**src/hdl/assert_macros.svh**
```systemverilog
// Assertion macros used by the top-level RTL file.
`ifndef ASSERT_MACROS_SVH
`define ASSERT_MACROS_SVH

// A condition that must hold at every clock edge outside reset.
`define ASSERT_ALWAYS(label, clk, rst, expr, msg) \
  label: assert property (@(posedge clk) disable iff (rst) (expr)) else $error(msg);

// A condition that, once seen, must be followed by another in the next cycle.
`define ASSERT_NEXT(label, clk, rst, ante, cons, msg) \
  label: assert property (@(posedge clk) disable iff (rst) (ante) |=> (cons)) else $error(msg);

`endif

```
**src/hdl/cicd_queue.sv**
```systemverilog
// Small first-in first-out queue of words with a fill count.
module cicd_queue #(
  parameter int WIDTH = 64,
  parameter int AW = 3
) (
  input  logic             clk,
  input  logic             rst,
  input  logic             push,
  input  logic [WIDTH-1:0] wdata,
  input  logic             pop,
  output logic [WIDTH-1:0] rdata,
  output logic [AW:0]      count
);

  logic [WIDTH-1:0] mem [1 << AW];
  logic [AW-1:0] wr_ptr;
  logic [AW-1:0] rd_ptr;

  always_ff @(posedge clk) begin
    if (push) begin
      mem[wr_ptr] <= wdata;
    end
  end

  always_ff @(posedge clk) begin
    if (rst) begin
      wr_ptr <= '0;
      rd_ptr <= '0;
      count <= '0;
    end else begin
      if (push) begin
        wr_ptr <= wr_ptr + AW'(1);
      end
      if (pop) begin
        rd_ptr <= rd_ptr + AW'(1);
      end
      count <= count + (AW + 1)'(push) - (AW + 1)'(pop);
    end
  end

  assign rdata = mem[rd_ptr];

endmodule

```
**config.mk**
```make
export PLATFORM = sky130hd
export DESIGN_NAME = cicd_queue
export DESIGN_NICKNAME = d
export VERILOG_FILES = /design/src/hdl/assert_macros.svh /design/src/hdl/cicd_queue.sv
export SDC_FILE = /design/constraint.sdc
export NUM_CORES = 1
export LEC_CHECK = 0
export ABC_AREA = 1
export BUFFER_PORTS_ARGS = -buffer_cell sky130_fd_sc_hd__buf_4
export CAP_MARGIN = 20
export CORE_ASPECT_RATIO = 1.75
export CORE_MARGIN = 4
export CORE_UTILIZATION = 35
export CTS_CLUSTER_DIAMETER = 150
export DETAILED_ROUTE_END_ITERATION = 6
export PLACE_DENSITY_LB_ADDON = 0.12
export SYNTH_ARGS = -nofsm -noshare
export SYNTH_HDL_FRONTEND = slang
export SYNTH_SLANG_ARGS = --single-unit
```
**constraint.sdc**
```tcl
create_clock -name clk -period 3.9 [get_ports clk]
set_clock_uncertainty 0.15 [all_clocks]
set_input_delay 0.39 -clock clk [delete_from_list [all_inputs] [get_ports clk]]
set_output_delay 0.39 -clock clk [all_outputs]
set_load 0.02 [all_outputs]
```
# Word level (Yosys, flattened, before mapping)
# Memory sizes are Yosys's and may differ from the RTL's. A register that Yosys moved wholly into a read port is not among the register bits.
# Cells that the tools add are included.
# classes
addsub	4
muxes	4
# op_table
operator	count
adder 3 x 1 -> 3 bit (second input constant)	2
two-way mux 3 bit	2
adder 4 x 1 -> 4 bit	1
subtractor 4 x 1 -> 4 bit	1
two-way mux 1 bit	2
# totals
mem_count	1
ff_bits	10
out_inout_bits	68
input_bits	68
mem_bits_rw	512
elab_cells	12
# mem_list
name	depth	width	rd	rd_ports_with_merged_regs	wr	line	text
mem	8	64	1	1	1	cicd_queue.sv:15	logic [WIDTH-1:0] mem [1 << AW];

# Depth between registers and ports, before layout
# depth
word_depth	3
mapped_depth	9
mapped_depth_nobuf	9

# Least setup slack after synthesis
# No wires, ideal clock.
# synth_timing
kind	input-to-reg
startpoint	in push
endpoint	mem mem[0][0] (enable)
arrival_ns	3.435
setup_ns	0.486
stages	3
required_time_ns	3.264
n_path_buf	0
path_slack_ns	-0.171
path_cell_list	inv_1 -> or2_2 -> nor2_1
# synth_between
elab_chain_len	2
# synth_lines
item	line	text
start, declared	cicd_queue.sv:8	input logic push,
two-way mux 1 bit	cicd_queue.sv:20	if (push) begin
two-way mux 1 bit (implied by the code)	cicd_queue.sv:21	mem[wr_ptr] <= wdata;
end, declared	cicd_queue.sv:15	
# No other way between the ends.

==> metrics.cfg <==
[layout]
drive_gt1_frac = 0.0989
final_area_sq_um = 27100
area_delta_synth_final_pct = 18.6
fin_cells = 3333
fillers = 6172
fin_nets = 2551
fin_util = 0.421

[routing]
wirelength_um = 57300
dr.first_iter.drc_count = 672
wl_per_cell_um = 17.2
drtPass1Iterations = 5
vias_per_cell = 4.56
antenna_left = 0
drc = 0
routed-via-count = 15200

[timing]
worst_pin_slew_ns = 1.13
rsz0062_at_grt = false
period_needed_ns = 3.25
holdWs_ns = 0.352
setup_slack_ns = 0.649
fin_crit_sh = 0.834
finalSetupViolations = 0
drv_slew = 0
finalSetupTns_ns = 0
finalHoldViolCount = 0
max_freq_mhz = 308
slew_headroom = 0.246

[clocking]
cts_tree = yes
cts_resized = 0
postCtsSetupBuffers = 0
clock-root-buffer = clkbuf_16
clock_sinks = 525
path_clk_slew_ns = 0.06
cts_buffers = 52
ctsHoldBuffers = 68
cts_max_level = 2
clockBufferDepth = 3
clk_latency_ns = 0.58

[place]
portBuffers = 135
gp_congestion = 0.736
dpl_cell_area_sq_um = 24700
dpl.cell_count = 3166
dpl_worst_slack_ns = 1.26
hpwl_um = 30500

[global_routing]
grt_pass1_vias = 15300
grt_usage = 0.162
grt_overflow_total = 0
grt_pass1_wl_um = 89000
antenna_found_initial = 3
grt_max_degree = 151

[synth]
synthAdderAreaFrac = 0.00416
ys_types = 19
netlist_instances = 2292
synth_area_sq_um = 22900
synth_top_family_by_area = simple AND/OR/NAND/NOR gates
ys_seq_area_frac = 0.684
muxShareOfSynthArea = 0
synth_compound_area_frac = 0.00241
synth_nets = 2367
yosys_warnings = 0
synth_top_area_cell = edfxtp_1
ys_seq_elements = 525
synth-xor-area-share = 0.000383
synthTopCellsByArea = edfxtp_1 (67%), nand2_1 (14%), inv_1 (8.6%)
synth_top_cell_area_share = 0.672
synthSimpleGateAreaFrac = 0.198
avgSynthCellArea_sq_um = 9.98

[floorplan]
die_h_um = 346
die_w_um = 201
fp-row-count = 123
start_util = 0.355
pin_count = 136
dieArea_sq_um = 69700
core_area_sq_um = 64500

[power]
p_total_mw = 13.0
p_leak_nw = 12.3
powerDensity_nw_per_um2 = 481
ir_worst_vdd_mv = 0.341

[setup_path]
worstSetupPathType = reg -> out
critPathMaxFanout = 82
crit_slowest_cell = buf_4
crit_buf_inv = 2
arrival_ns = 2.71
path_cells = buf_4 -> nand2_1 -> nand3_1 -> nand2_1 -> nand2_1 -> nand2_1 -> buf_4
crit_path_end_kind = output pin
crit_family = buffers and inverters
worstPathRequired_ns = 3.36
cpMostUsedCell = nand2_1
critPathLaunchType = register
max_stage_delay_ns = 0.76

[hold_path]
hp-class = reg -> reg

[job]
drv_cap = 0

[run_status]
status = finished, final reports clean

[worst register-to-register path, cell delays in order, from the launching register on]
cell	delay, ns
dfxtp_1	0.33
or2_2	0.41
nor2_4	0.55
buf_12	0.42
[state kept, by name, indices dropped and copies added, names as in the netlist, named ones only]
register	flops
wr_ptr	3
count	4
rd_ptr	3
mem	512
[cells in the final DEF, fill, tap and decap left out, types with 2 or more instances in the layout]
cell type      Yosys  final
bufinv_16          0      6
or2_2              2      2
clkbuf_1           8     10
nor2_1            15      7
nand3_1          258    258
buf_4             24    149
dlygate4sd3_1      0     68
diode_2            0      4
edfxtp_1         512    512
clkinv_2           0      8
ha_1               6      6
clkinv_1           0     12
clkbuf_16          0     53
inv_1            527    526
nand2_1          846    846
a21oi_1            7      7
nor2_4             0      8
dfxtp_4            0      3
inv_6              0      5
buf_12             0     11
o21ai_0            4      4
dfxtp_1           13     10
[metal layers]
layer	vias to the layer above	routed length [um]	GRT usage
met5	-	0	0
met4	0	1300	0.0440
met3	76	2080	0.0242
met2	265	29600	0.297
met1	7380	24300	0.200
li1	7473	-	-
[path summary, 6_finish.rpt]
| check | from | end | slack [ns] | depth (start not counted) |
|---|---|---|---|---|
| worst min register to register | wr_ptr[0]$_SDFFE_PP0P_ | wr_ptr[0]$_SDFFE_PP0P_ | 0.35 | 2 |
| worst min-delay path | wr_ptr[0]$_SDFFE_PP0P_ | wr_ptr[0]$_SDFFE_PP0P_ | 0.35 | 2 |
| worst max register to register | wr_ptr[0]$_SDFFE_PP0P_ | mem[6][32]$_DFFE_PP_ | 1.66 | 3 |
| worst max-delay path | register | rdata[11] | 0.65 | 7 |
[final cells by class]
class | instances | area, sq um | area share
Clock inverter | 32 | 317 | 0.0117
Antenna cell | 4 | 10.0 | 0.000369
Clock buffer | 63 | 1360 | 0.0503
Multi-Input combinational cell | 1140 | 4750 | 0.175
Tap cell | 812 | 1020 | 0.0375
Inverter | 529 | 1990 | 0.0735
Sequential cell | 525 | 15600 | 0.577
Timing Repair Buffer | 228 | 2020 | 0.0745
[kinds of logic after synthesis]
family	count (synthesis)
buf+inv	627
compound gates	11
xor+xnor	1
fa+ha+maj	7
simple gates	1121
flops	525
[report_power, final]
| group | leakage (nW) | internal (mW) | switching [mW] |
|---|---|---|---|
| Clock | 0.822 | 2.89 | 2.14 |
| Combinational | 6.71 | 0.552 | 1.07 |
| Sequential | 4.76 | 6.33 | 0.0498 |
| Total | 12.3 | 9.77 | 3.26 |
[synth_stat cells, drive strengths merged]
| cell | number |
|---|---|
| clkbuf | 8 |
| buf | 90 |
| inv | 529 |
| ha | 6 |
| nand3 | 258 |
| a21oi | 7 |
| fa | 1 |
| o21ai | 4 |
| dfxtp | 13 |
| nand2 | 846 |
| xnor2 | 1 |
| or2 | 2 |
| edfxtp | 512 |
| nor2 | 15 |
No activity file was read; power rests on OpenSTA's default activity.
