### config.mk
export PLATFORM = sky130hd
export DESIGN_NAME = cicd_front
export DESIGN_NICKNAME = d
export VERILOG_FILES = /design/src/hdl/assert_macros.svh /design/src/hdl/cicd_pkg.sv /design/src/hdl/cicd_front.sv
export SDC_FILE = /design/constraint.sdc
export NUM_CORES = 1
export LEC_CHECK = 0
export BUFFER_PORTS_ARGS = -buffer_cell sky130_fd_sc_hd__buf_2
export CAP_MARGIN = 10
export CORE_MARGIN = 1.5
export CORE_UTILIZATION = 52
export CTS_BUF_LIST = sky130_fd_sc_hd__clkbuf_8
export DETAILED_ROUTE_END_ITERATION = 12
export PLACE_DENSITY = 0.68
export SYNTH_ARGS = -nofsm -noshare
export SYNTH_HDL_FRONTEND = slang
export SYNTH_SLANG_ARGS = --single-unit
### constraint.sdc
create_clock -name clk -period 3.35 [get_ports clk]
set_input_delay 0.5025 -clock clk [delete_from_list [all_inputs] [get_ports clk]]
set_output_delay 0.5025 -clock clk [all_outputs]
set_load 0.005 [all_outputs]
### src/hdl/assert_macros.svh
// Assertion macros used by the top-level RTL file.
`ifndef ASSERT_MACROS_SVH
`define ASSERT_MACROS_SVH

// A condition that must hold at every clock edge outside reset.
`define ASSERT_ALWAYS(label, clk, rst, expr, msg) \
  label: assert property (@(posedge clk) disable iff (rst) (expr)) else $error(msg);

// A condition that, once seen, must be followed by another in the next cycle.
`define ASSERT_NEXT(label, clk, rst, ante, cons, msg) \
  label: assert property (@(posedge clk) disable iff (rst) (ante) |=> (cons)) else $error(msg);

`endif

### src/hdl/cicd_pkg.sv
// Package with the widths, constants and types of the CIC decimator.
package cicd_pkg;

  localparam int STAGES_DEFAULT = 4;
  localparam int ACC_W = 64;
  localparam int SAMPLE_W = 24;
  localparam int FACTOR_W = 7;
  localparam int GAIN_W = 33;
  localparam int PHASE_W = 6;
  localparam int CFG_INDEX_W = 2;
  localparam int CFG_DATA_W = 33;

  localparam logic [FACTOR_W-1:0] FACTOR_MAX = 7'd64;
  localparam logic [FACTOR_W-1:0] FACTOR_RESET = 7'd1;
  localparam logic [GAIN_W-1:0] GAIN_ONE = {1'b1, 32'd0};

  typedef enum logic [CFG_INDEX_W-1:0] {
    CFG_FACTOR = 2'd0,
    CFG_GAIN   = 2'd1
  } cfg_index_t;

  typedef struct packed {
    logic             valid;
    logic [ACC_W-1:0] data;
  } cicd_push_t;

endpackage

### src/hdl/cicd_front.sv
// Front end: phase counter, pipelined integrator chain and queue credits.
module cicd_front #(
  parameter int STAGES = cicd_pkg::STAGES_DEFAULT,
  parameter int QUEUE_AW = 3
) (
  input  logic                          clk,
  input  logic                          rst,
  input  logic                          accept,
  input  logic [cicd_pkg::SAMPLE_W-1:0] sample_in,
  input  logic [cicd_pkg::FACTOR_W-1:0] factor,
  input  logic                          mid_pop,
  output logic                          full,
  output cicd_pkg::cicd_push_t          mid_push
);

  import cicd_pkg::*;

  localparam int QD = 1 << QUEUE_AW;

  logic [ACC_W-1:0] integ [STAGES];
  logic [ACC_W-1:0] tok_data [STAGES];
  logic [STAGES-1:0] tok_valid;
  logic [STAGES-1:0] tok_last;
  logic [ACC_W-1:0] in_d [STAGES];
  logic [ACC_W-1:0] sum [STAGES];
  logic [STAGES-1:0] in_v;
  logic [STAGES-1:0] in_l;
  logic [PHASE_W-1:0] phase;
  logic [PHASE_W-1:0] phase_next;
  logic [FACTOR_W-1:0] f_eff;
  logic last;
  logic [QUEUE_AW:0] used;

  always_comb begin
    if (factor == '0) begin
      f_eff = FACTOR_RESET;
    end else if (factor > FACTOR_MAX) begin
      f_eff = FACTOR_MAX;
    end else begin
      f_eff = factor;
    end
    last = ({1'b0, phase} + FACTOR_W'(1)) >= f_eff;
    phase_next = last ? '0 : phase + PHASE_W'(1);
  end

  always_comb begin
    in_v[0] = accept;
    in_l[0] = last;
    in_d[0] = {{(ACC_W - SAMPLE_W){sample_in[SAMPLE_W-1]}}, sample_in};
    for (int i = 1; i < STAGES; i++) begin
      in_v[i] = tok_valid[i-1];
      in_l[i] = tok_last[i-1];
      in_d[i] = tok_data[i-1];
    end
    for (int i = 0; i < STAGES; i++) begin
      sum[i] = integ[i] + in_d[i];
    end
  end

  always_ff @(posedge clk) begin
    if (rst) begin
      for (int i = 0; i < STAGES; i++) begin
        integ[i] <= '0;
      end
      tok_valid <= '0;
      tok_last <= '0;
      phase <= '0;
      used <= '0;
    end else begin
      tok_valid <= in_v;
      tok_last <= in_l;
      for (int i = 0; i < STAGES; i++) begin
        if (in_v[i]) begin
          integ[i] <= sum[i];
        end
      end
      if (accept) begin
        phase <= phase_next;
      end
      used <= used + (QUEUE_AW + 1)'(accept && last) - (QUEUE_AW + 1)'(mid_pop);
    end
  end

  always_ff @(posedge clk) begin
    for (int i = 0; i < STAGES; i++) begin
      if (in_v[i]) begin
        tok_data[i] <= sum[i];
      end
    end
  end

  assign full = (used == (QUEUE_AW + 1)'(QD));
  assign mid_push.valid = tok_valid[STAGES-1] && tok_last[STAGES-1];
  assign mid_push.data = tok_data[STAGES-1];

endmodule

# After elaboration in Yosys (flattened, before gate mapping)
# Memories as Yosys holds them, arrays and structs flattened.
# Cells that the tools add are included.
# word_totals
mem_count,2
ram_bits,512
word_cells,49
register_bits,18
out_inout_bits,66
in_bits,35
# classes
eq_ne,1
bitwise_logic,4
order_cmp,2
mux,25
n_reduce_logical,3
add_sub_neg,8
# memory_table
memory,words,width,rd,rd_ports_with_merged_regs,write_ports,line,source
integ,4,64,4,0,4,cicd_front.sv:20,logic [ACC_W-1:0] integ [STAGES];
tok_data,4,64,4,0,4,cicd_front.sv:21,logic [ACC_W-1:0] tok_data [STAGES];
# op_table
cell,count
$add A64 B64 Y64,4
$mux W64,4
$mux W1,18
$mux W7,2
$add A6 B1 Y7 const B,1
$ge A7 B7 Y1,1
$gt A7 B7 Y1 const B,1
$logic_not A7 Y1,1
$add A6 B1 Y6 const B,1
$mux W6,1
$add A4 B1 Y4,1
$eq A4 B4 Y1 const B,1
$or A1 B1 Y1,4
$sub A4 B1 Y4,1
$logic_and A1 B1 Y1,2

# Depth between registers and ports, before layout
# depth
ltp_word,7
depth_mapped,19
ltp_nobuf,19

# Worst setup path before layout
# No wires, ideal clock.
# synth_path
kind,input -> register
from,in sample_in[8] (netlist name)
to,"mem integ[0][61], data pin"
required_time_ns,3.085
arrival_ns,3.071
setup_time_ns,0.265
path_stages,12
n_path_buf,1
setup_slack_ns,0.014
cell_sequence,ha_1 buf_2 and3_1 nor3b_4 o21a_4 a211oi_4 a2111oi_4 a2111oi_4 o41ai_4 a211oi_2 nor4_1 or3_1
# synth_lines
item,line,source
from (decl),cicd_front.sv:9,"input logic [cicd_pkg::SAMPLE_W-1:0] sample_in,"
to (decl),cicd_front.sv:20,

==> metrics.txt <==
largest net degree at the start of global routing 69; compound-cell area share of the yosys netlist 17.3%; Std-Cell Core Area 0.0619 sq mm; combinational family with the most area after synthesis compound AO/OA/AOI/OAI gates; grt ovf 0; Post-Synthesis Cells 3095; fillers 5041; EDFF count, synth 512; Leak 16.8 nW; Commonest cells post-synth edfxtp_1, a21oi_1, ha_1, and2_1, nand2_1; Layout Area Growth over Synthesis 22.1%; Worst-path clk slew 0.06 ns; Final setup violation count 0; total number of vias 25500; fraction of layout instances using a drive strength above 1 22.6%; adder-cell share of the synthesized area 10.4%; Placed Cells incl. Taps 4347; Tcrit/Tclk final 99.5%; Clock Skew 0.0356 ns; post-route ant nets 0; status finished, final reports clean; initial drt markers 1738; GRT Total Usage 25.6%; Yosys cell types 81; mux share of post-synthesis cell area 0.375%; number of buffers created by CTS 90; Crit path buffers/inverters 1; io pins 101; pre-CTS setup slack -0.406 ns; DRC 0; TritonCTS clock tree built; post-synthesis xor/xnor area fraction 6.64%; PnR worst setup slack 0.0165 ns; relative slew slack 40.2%; Primary FF master, synth edfxtp_1; Die Y-Extent 254 microns; Final Wtd Congestion 0.935; Post-DP Area 0.0371 sq mm; worst skew pair latency 0.69 ns; RSZ-0062 raised after global routing true; Worst VDD drop 0.397 mV; Setup TNS 0 ns; ranking of synthesized cells by area edfxtp_1, ha_1, and2_1; H-tree depth 3; min cycle time layout 3.33 ns; Slew @ Worst Pin 0.896 ns; initial antenna violation count 2; cell taking the most area after synthesis edfxtp_1; nets 3923; CP cell instances ha_1 > a21oi_1 > o21ai_0 > a221oi_2 > buf_4 > o32ai_2 > a2111oi_4 > o41ai_4 > a211oi_2 > nor4_1 > or3_1; share of the synthesized area in the top cell type 47.0%; worst-path fanout max 5; sequential area share after synthesis 48.1%; vias in the first global route 25400; Ys Warns 0; Initial Utilization 52.8%; PwrDens 583 mW/mm^2; worst min-delay path class primary input to flop; final total power 23.3 mW; DRT Pass-1 Iters 6; clock tree buffer depth 3; WP data required 3.78 ns; crit-path max cell delay 0.50 ns; post-synthesis simple-gate area fraction 14.7%; fmax 300 MHz; critical path launch point type flop; post-DP HPWL 62500 microns; cell family with the largest share of critical-path delay compound AO/OA/AOI/OAI gates; top-count cell post-synth edfxtp_1; Slew Limit Fails 0; Die ar. 0.0644 sq mm; Post-Syn Nets 3400; synthesis-stage register bit count 530; clk root buf clkbuf_8; Finished Layout Cells 4531; Crit. End Element flop; WL per Instance 18.2 microns; die width 254 microns; MaxCap Viol Count 0; Async S/R FF share, synth 0%; num rows 91; Worst EP arrival 3.76 ns; Vias/cell 5.64; CTS Sinks 530; syn_area_per_cell 10.6 sq um; Port Buffer Count 100; crit path kind flop to flop; synthesized cell area 0.0327 sq mm; Post-Route WL 82400 microns; Crit-path slowest cell a2111oi_4; cell area after layout 0.0399 sq mm; first-pass GRT wire length 132000 microns; Final Hold Vio Count 0
power by group:
group	total (mW)	internal, mW	leakage, nW	switching (mW)
logic	8.60	3.73	10.5	4.87
registers	8.77	8.42	5.27	0.347
clock network	5.92	3.15	0.977	2.77
total	23.3	15.3	16.8	7.98
final cells by class:
| class | count | area [sq um] | share of cell area [%] |
|---|---|---|---|
| clock inverter | 74 | 563 | 1.41 |
| sequential | 530 | 15700 | 39.4 |
| tap | 837 | 1050 | 2.62 |
| inverter | 103 | 387 | 0.968 |
| clock buffer | 92 | 1270 | 3.17 |
| multi-input combinational | 2353 | 17100 | 42.7 |
| timing repair buffer | 540 | 3860 | 9.67 |
| antenna | 2 | 5.00 | 0.0125 |
layer usage:
layer	GRT usage, %	share of wire [%]	vias to the layer above
met2	39.7	44	691
li1	-	-	12600
met3	3.40	4.8	153
met4	7.89	2.7	0
met1	37.5	48	12100
met5	0	0	-
cell usage in the layout, fill, tap and decap left out, types with 10 or more instances in the layout:
master / count
a21oi_1: 283
ha_1: 247
nor2_1: 168
or3_1: 13
a21oi_2: 17
dfxtp_1: 15
xor2_1: 86
o21ai_0: 140
inv_1: 112
clkinv_1: 18
nand3_1: 36
ha_4: 10
o31ai_1: 12
buf_4: 431
a211oi_2: 10
clkinv_2: 21
and3_1: 13
o211ai_1: 23
nand2_1: 240
and2_1: 247
o21ai_1: 22
buf_2: 100
edfxtp_1: 512
nand2b_1: 35
a21o_1: 113
nand4_1: 71
nor2b_1: 28
xnor2_1: 153
clkinvlp_4: 10
nor4_1: 14
clkbuf_8: 92
a31oi_1: 18
a211oi_1: 14
nor3_1: 38
o21bai_1: 63
o21a_1: 22
registers in the layout (all words and copies together), names as in the netlist:
name and count:
tok_last 4, tok_data 256, phase 6, integ 256, used 4, tok_valid 4
path summary, 6_finish.rpt:
check / slack (ns) / cells after the start / startpoint / to
worst min-delay path: 0.15 / 2 / sample_in[0] / tok_data[0][0]
worst max register to register: 0.02 / 11 / integ[0][27] / integ[0][61]
worst min register to register: 0.44 / 1 / tok_last[1] / tok_last[2]
worst max-delay path: 0.02 / 11 / integ[0][27] / integ[0][61]
metrics by stage:
step | hold WS (ns) | util [%]
6_report | 0.151 | 64.5
5_1_grt | 0.111 | 64.5
4_1_cts | 0.0890 | 63.3
3_5_place_dp | 0.433 | 59.9
3_3_place_gp | 0.417 | 59.9
2_1_floorplan | 0.414 | -
cell families (layout without fill, tap and decap cells):
| family | after synthesis | in the layout |
|---|---|---|
| AOI/OAI and AO/OA | 881 | 881 |
| xor gates and xnor gates | 248 | 248 |
| adders and majority gates | 270 | 270 |
| buffers and inverters | 212 | 809 |
| DFF | 530 | 530 |
| muxes | 12 | 12 |
| other | 0 | 2 |
| and+or+nand+nor | 942 | 942 |
what timing repair did:
item                                    in CTS  in global routing
pin swaps                                   19                 67
setup buffers                                3                 18
endpoints found under the setup margin      69                123
cloned                                       0                  0
hold buffers                                 0                  0
resized for setup                           45                138
Note: power is estimated with default switching activity, not from simulation.
